### src/hdl/bxavg_pkg.sv
// ----------------------------------------------------------------------------
// bxavg_pkg
// Shared widths, register indexes, divider operation codes and the
// command/status bundles between the controller and the datapath.
// ----------------------------------------------------------------------------
`default_nettype none

package bxavg_pkg;

   localparam int REG_W      = 11;              // size registers and positions
   localparam int PIX_W      = 16;
   localparam int F_W        = 12;              // scale factor and in-block counters
   localparam int FSQ_W      = 2 * F_W;         // factor squared
   localparam int SUM_W      = FSQ_W + PIX_W;   // exact block sum
   localparam int CSR_IDX_W  = 3;
   localparam int CSR_DATA_W = 16;

   localparam int MAX_ROWS_DEFAULT = 1024;
   localparam int MAX_COLS_DEFAULT = 1024;

   localparam logic [CSR_IDX_W-1:0] CSR_IMAGE_ROWS  = 3'd0;
   localparam logic [CSR_IDX_W-1:0] CSR_IMAGE_COLS  = 3'd1;
   localparam logic [CSR_IDX_W-1:0] CSR_TARGET_ROWS = 3'd2;
   localparam logic [CSR_IDX_W-1:0] CSR_TARGET_COLS = 3'd3;
   localparam logic [CSR_IDX_W-1:0] CSR_PIXEL_KIND  = 3'd4;
   localparam logic [CSR_IDX_W-1:0] CSR_BIT_MASK    = 3'd5;
   localparam logic [CSR_IDX_W-1:0] CSR_AND_MODE    = 3'd6;

   // what the shared divider is working on
   typedef enum logic [2:0] {
      DIV_QR,    // rows / target_rows
      DIV_QC,    // cols / target_cols
      DIV_RF,    // rows / factor, first check
      DIV_CF,    // cols / factor, second check
      DIV_NR,    // output rows
      DIV_NC,    // output cols
      DIV_AVG    // block sum / factor squared
   } div_op_type;

   typedef struct packed {
      logic       capture;
      logic       wrap;
      logic       frame_init;
      logic       div_start;
      logic       div_store;
      div_op_type div_op;
      logic       accumulate;
      logic       rsp_load;
      logic       advance;
   } ctrl_cmd_type;

   typedef struct packed {
      logic frame_start;
      logic dims_dirty;
      logic div_done;
      logic in_region;
      logic block_last;
      logic rsp_free;
   } dp_status_type;

endpackage

`default_nettype wire

### src/hdl/bxavg_ctrl.sv
// ----------------------------------------------------------------------------
// bxavg_ctrl
// Sequencer for one pixel: position wrap, factor or size refresh,
// line store read-modify-write, block average division and result hand-off.
// ----------------------------------------------------------------------------
`default_nettype none

module bxavg_ctrl (
   input  wire logic                      clock,
   input  wire logic                      reset,
   input  wire logic                      req_valid,
   output logic                           req_ready,
   input  wire bxavg_pkg::dp_status_type  status,
   output bxavg_pkg::ctrl_cmd_type        cmd
);

   typedef enum logic [3:0] {
      S_IDLE,
      S_WRAP,
      S_CHECK,
      S_DSTART,
      S_DWAIT,
      S_READ,
      S_UPDATE,
      S_OUT,
      S_ADV
   } state_type;

   state_type             state_ff;
   bxavg_pkg::div_op_type op_ff;

   always_ff @(posedge clock) begin
      if (reset) begin
         state_ff <= S_IDLE;
         op_ff    <= bxavg_pkg::DIV_QR;
      end else begin
         case (state_ff)
            S_IDLE:   if (req_valid) state_ff <= S_WRAP;
            S_WRAP:   state_ff <= S_CHECK;
            S_CHECK: begin
               if (status.frame_start) begin
                  op_ff    <= bxavg_pkg::DIV_QR;
                  state_ff <= S_DSTART;
               end else if (status.dims_dirty) begin
                  op_ff    <= bxavg_pkg::DIV_NR;
                  state_ff <= S_DSTART;
               end else begin
                  state_ff <= S_READ;
               end
            end
            S_DSTART: state_ff <= S_DWAIT;
            S_DWAIT: begin
               if (status.div_done) begin
                  case (op_ff)
                     bxavg_pkg::DIV_QR: begin
                        op_ff    <= bxavg_pkg::DIV_QC;
                        state_ff <= S_DSTART;
                     end
                     bxavg_pkg::DIV_QC: begin
                        op_ff    <= bxavg_pkg::DIV_RF;
                        state_ff <= S_DSTART;
                     end
                     bxavg_pkg::DIV_RF: begin
                        op_ff    <= bxavg_pkg::DIV_CF;
                        state_ff <= S_DSTART;
                     end
                     bxavg_pkg::DIV_CF: begin
                        op_ff    <= bxavg_pkg::DIV_NR;
                        state_ff <= S_DSTART;
                     end
                     bxavg_pkg::DIV_NR: begin
                        op_ff    <= bxavg_pkg::DIV_NC;
                        state_ff <= S_DSTART;
                     end
                     bxavg_pkg::DIV_NC:  state_ff <= S_READ;
                     bxavg_pkg::DIV_AVG: state_ff <= S_OUT;
                     default:            state_ff <= S_IDLE;
                  endcase
               end
            end
            S_READ:   state_ff <= S_UPDATE;
            S_UPDATE: begin
               if (status.in_region && status.block_last) begin
                  op_ff    <= bxavg_pkg::DIV_AVG;
                  state_ff <= S_DSTART;
               end else begin
                  state_ff <= S_ADV;
               end
            end
            S_OUT:    if (status.rsp_free) state_ff <= S_ADV;
            S_ADV:    state_ff <= S_IDLE;
            default:  state_ff <= S_IDLE;
         endcase
      end
   end

   always_comb begin
      cmd            = '0;
      cmd.div_op     = op_ff;
      cmd.capture    = (state_ff == S_IDLE);
      cmd.wrap       = (state_ff == S_WRAP);
      cmd.frame_init = (state_ff == S_CHECK) && status.frame_start;
      cmd.div_start  = (state_ff == S_DSTART);
      cmd.div_store  = (state_ff == S_DWAIT) && status.div_done;
      cmd.accumulate = (state_ff == S_UPDATE);
      cmd.rsp_load   = (state_ff == S_OUT) && status.rsp_free;
      cmd.advance    = (state_ff == S_ADV);
   end

   assign req_ready = (state_ff == S_IDLE);

endmodule

`default_nettype wire

### config.mk
export PLATFORM = sky130hd
export DESIGN_NAME = bxavg_ctrl
export DESIGN_NICKNAME = d
export VERILOG_FILES = /design/src/hdl/bxavg_pkg.sv /design/src/hdl/bxavg_ctrl.sv
export SDC_FILE = /design/constraint.sdc
export NUM_CORES = 1
export LEC_CHECK = 0
export BUFFER_PORTS_ARGS = -buffer_cell sky130_fd_sc_hd__buf_2
export CELL_PAD_IN_SITES_DETAIL_PLACEMENT = 1
export CELL_PAD_IN_SITES_GLOBAL_PLACEMENT = 1
export CORE_MARGIN = 10
export CORE_UTILIZATION = 35
export CTS_CLUSTER_SIZE = 28
export DETAILED_ROUTE_END_ITERATION = 7
export PLACE_DENSITY_LB_ADDON = 0.08
export SLEW_MARGIN = 10
export SYNTH_ARGS = -nofsm -noshare
export SYNTH_HDL_FRONTEND = slang
export SYNTH_SLANG_ARGS = --single-unit
### constraint.sdc
create_clock -name clock -period 2.7 [get_ports clock]
set_input_delay 0.54 -clock clock [delete_from_list [all_inputs] [get_ports clock]]
set_output_delay 0.54 -clock clock [all_outputs]
set_load 0.01 [all_outputs]
Word level (Yosys, flattened, before mapping). Cells that the tools add are included.

Register bits after elaboration: 7. Bits in latches: 0. Memory bits (writable): 0. Memory bits (read-only): 0. Bits of input ports: 9. Output and inout bits: 12. Word-level logic and storage cells: 46. Memories kept: 0.

Add/sub/neg operators: 0. Multipliers: 0. Div/mod/pow operators: 0. Magnitude comparators: 0. Eq/ne operators: 20. Shifts and indexed selects: 0. Mux-type cells: 14. Bitwise logic cells: 0. Reduce and logical (&&, ||, !) cells: 10.

Operators with widths (count): $pmux 4 s8 (1); $mux 3 (6); $pmux 3 s3 (2); $eq 4x3->1 const B (4); $mux 4 (4); $pmux 3 s5 (1); $eq 3x3->1 const B (3); $eq 4x2->1 const B (2); $eq 3x2->1 const B (2); $ne 2x2->1 const B (3); $ne 6x1->1 const B (1); $reduce_and 5->1 (1); $reduce_or 5->1 (1); $eq 4x1->1 const B (1); $eq 4x4->1 const B (1); $logic_and 1x1->1 (4); $logic_not 4->1 (1); $eq 3x1->1 const B (1); $logic_not 3->1 (1); $ne 3x3->1 const B (1); $reduce_and 3->1 (1); $reduce_bool 3->1 (1); $ne 2x1->1 const B (1).

Longest topological paths before layout.
Depth after elaboration: 5. Depth in mapped cells: 5. Depth with buffers taken out: 4.

Least setup slack after synthesis. Ideal clock, no wire load.

Path kind: flip-flop to output port. Start: register state_ff[0]. End: output port cmd[10] (netlist bit). Data arrival time: 1.406 ns. Required time: 2.160 ns. Slack: 0.754 ns. Stages on the path, launching flop included: 5. Buffers on the path: 2. Cell sequence: dfxtp_1 buf_2 or2_2 nor3_1 buf_4.

Word-level cells in the longest chain between the ends: 1.

Ends and longest elaborated chain: start: declaration (RTL line bxavg_ctrl.sv:29) `state_type state_ff;`; start signal: assignment (RTL line bxavg_ctrl.sv:34) `state_ff <= S_IDLE;`; start signal: assignment (RTL line bxavg_ctrl.sv:38) `S_IDLE: if (req_valid) state_ff <= S_WRAP;`; start signal: assignment (RTL line bxavg_ctrl.sv:39) `S_WRAP: state_ff <= S_CHECK;`; $logic_not 4->1; end: declaration (RTL line bxavg_ctrl.sv:14) `output bxavg_pkg::ctrl_cmd_type cmd`.

Every way passes these cells.

==> run metrics <==
I/O pin total 21; Reg clk slew, reported paths 0.06 ns; result of the run completed; routed len/inst 16.5 um; Slew Viols, Final 0; starting density of the core 38.4%; Layout Area Growth over Synthesis 19.7%; Worst-Margin Slew 0.485 ns; Nets 110; drt drc 0; dominant combinational cell family by area after synthesis simple AND/OR/NAND/NOR gates; Detail Route Antenna Nets 0; H-tree levels 1; Clock Skews 0.00156 ns; net count after synthesis 90; Num CTS Buffers 3; synth warn 0; fin crit period 2.15 ns; Root Buffer clkbuf_4; final worst-path cycle share 79.8%; placed cell areas 689 um^2; Hold Violations, Final 0; CP endpoint kind primary output; fin area 716 um^2; setup TNS 0 ns; Slew HR 67.6%; DR vias/cell 5.44; complex-gate fraction of the synthesized area 22.6%; Critical Path RT 2.16 ns; vias in the first global route 649; Post-Synth Adder-Cell Area 0%; routed vias 631; Setup Buffers After CTS 0; post-DP HPWL 1500 um; overall routing resource usage 11.2%; share of cells above drive strength 1 28.0%; setup repair after global routing missed its margin no; Final Hold Slack 0.544 ns; insertion delay to the later sink of the worst-skew pair 0.26 ns; Hold Path Class in2reg; initial antenna violation count 0; Buffers on Ports 20; cts hold-fix bufs 0; clk sinks 7; CTS tree yes; first-pass GRT wire length 3160 um; critical path launch point type flop; Distinct cells, synth 34; Core ar. 1560 um^2; power per cell area 423 nW/um^2; largest net degree at the start of global routing 16; Antenna Diode Count 0; TritonRoute pass-1 iters 4; max_cap viols 0; post-route worst setup slack 0.546 ns; Post-Synth XOR/XNOR Area 1.46%; fmax 0.464 GHz; WL final 1920 um; Die Ht 61.3 um; Die ar. 3760 um^2; mux contribution to synthesized area 3.35%; Syn Std Cell Area 598 um^2; routability cong. 0.759; commonest non-fill, non-tap cell in the layout buf_2; pre-CTS WS 0.807 ns; Iteration-0 DRC Markers 11; Mapped Avg Cell Area 7.38 um^2; FF+latch count, synth 7; Max clock buf depth 2; leakage 0.329 nW; Post-CTS Resized 0; register area share after synthesis 23.4%; Pwr Total 303 uW; synthesized instance count 81; Core Rows 14; width of the die 61.3 um; data arrival time of the worst path 1.61 ns; Crit Path Max Fanout 12; most frequent cells in the layout buf_2 (20), nor2_1 (8), nand2_1 (7), dfxtp_1 (7), inv_1 (5); GRT overflow 0; VDD IR-drop max 0.207 mV; Crit Path Class reg2out; endpoints failing setup 0; Synth Area in Simple Gates 41.2%
worst max-delay path, cell delays in order (launching register included):
cell     delay (ns)
dfxtp_1        0.44
or2_2          0.40
nor3_1         0.31
buf_2          0.21
metrics by stage:
stage | instances | util [%]
floorplan | 81 | -
global placement | 112 | 44.2
detailed placement | 112 | 44.2
CTS | 116 | 45.9
global route | 116 | 45.9
finish | 116 | 45.9
flip-flops by register name, indices dropped and copies added, names as in the netlist:
register  flops
op_ff         3
state_ff      4
cell type report:
class	count	area, um^2
Timing Repair Buffer	20	100
Multi-Input combinational cell	64	410
Sequential cell	7	140
Fill cell	218	843
Clock buffer	4	26.3
Inverter	5	18.8
Tap cell	16	20.0
report_power, final:
| part | leakage, nW | total [mW] | internal (mW) | switching, mW |
|---|---|---|---|---|
| sequential | 0.0568 | 0.124 | 0.108 | 0.0158 |
| combinational | 0.258 | 0.0738 | 0.0320 | 0.0418 |
| clock | 0.0150 | 0.105 | 0.0570 | 0.0483 |
| total | 0.329 | 0.303 | 0.197 | 0.106 |
routing by layer:
metal | vias to the layer above | wire (um) | GRT usage, %
met2 | 14 | 829 | 16.0
met3 | 2 | 138 | 4.32
met4 | 0 | 9 | 4.78
met1 | 291 | 942 | 14.6
met5 | - | 0 | 0
li1 | 324 | - | -
synthesized netlist by cell type (all sizes together):
library cell	n	share of area (%)
nand2b	4	4.2
nor4	1	1.0
nor4b	2	4.0
inv	5	3.1
a21oi	3	2.5
a211oi	2	2.5
nand2	7	4.4
a221oi	1	1.5
nor2	9	6.9
or2	1	1.0
a21o	1	1.3
and3b	2	2.9
mux2i	2	3.3
clkbuf	1	0.63
nor3b	2	2.5
o211ai	1	1.3
dfxtp	7	23
nor3	4	3.3
o2bb2ai	1	1.5
o32ai	1	1.5
xor2	1	1.5
or3b	1	1.9
buf	4	4.2
and2	3	3.1
a2111oi	1	2.5
a221o	1	1.7
o22a	1	1.5
nand3	2	1.7
nor2b	4	4.2
o21ai	6	5.0
final timing paths:
| kind | depth (start not counted) | to | start | slack, ns |
|---|---|---|---|---|
| max reg2reg | 3 | op_ff[2] | state_ff[2] | 1.09 |
| max | 3 | cmd[10] | state_ff[0] | 0.55 |
| min | 3 | state_ff[3] | req_valid | 0.54 |
| min reg2reg | 2 | op_ff[0] | op_ff[0] | 0.58 |
cell families (layout without fill, tap and decap cells):
family / count (synthesis) / count (layout)
and+or+nand+nor: 42 / 42
muxes: 2 / 2
DFF: 7 / 7
xor gates and xnor gates: 1 / 1
AOI/OAI and AO/OA: 19 / 19
buffers and inverters: 10 / 29
(Power assumes the default switching activity.)
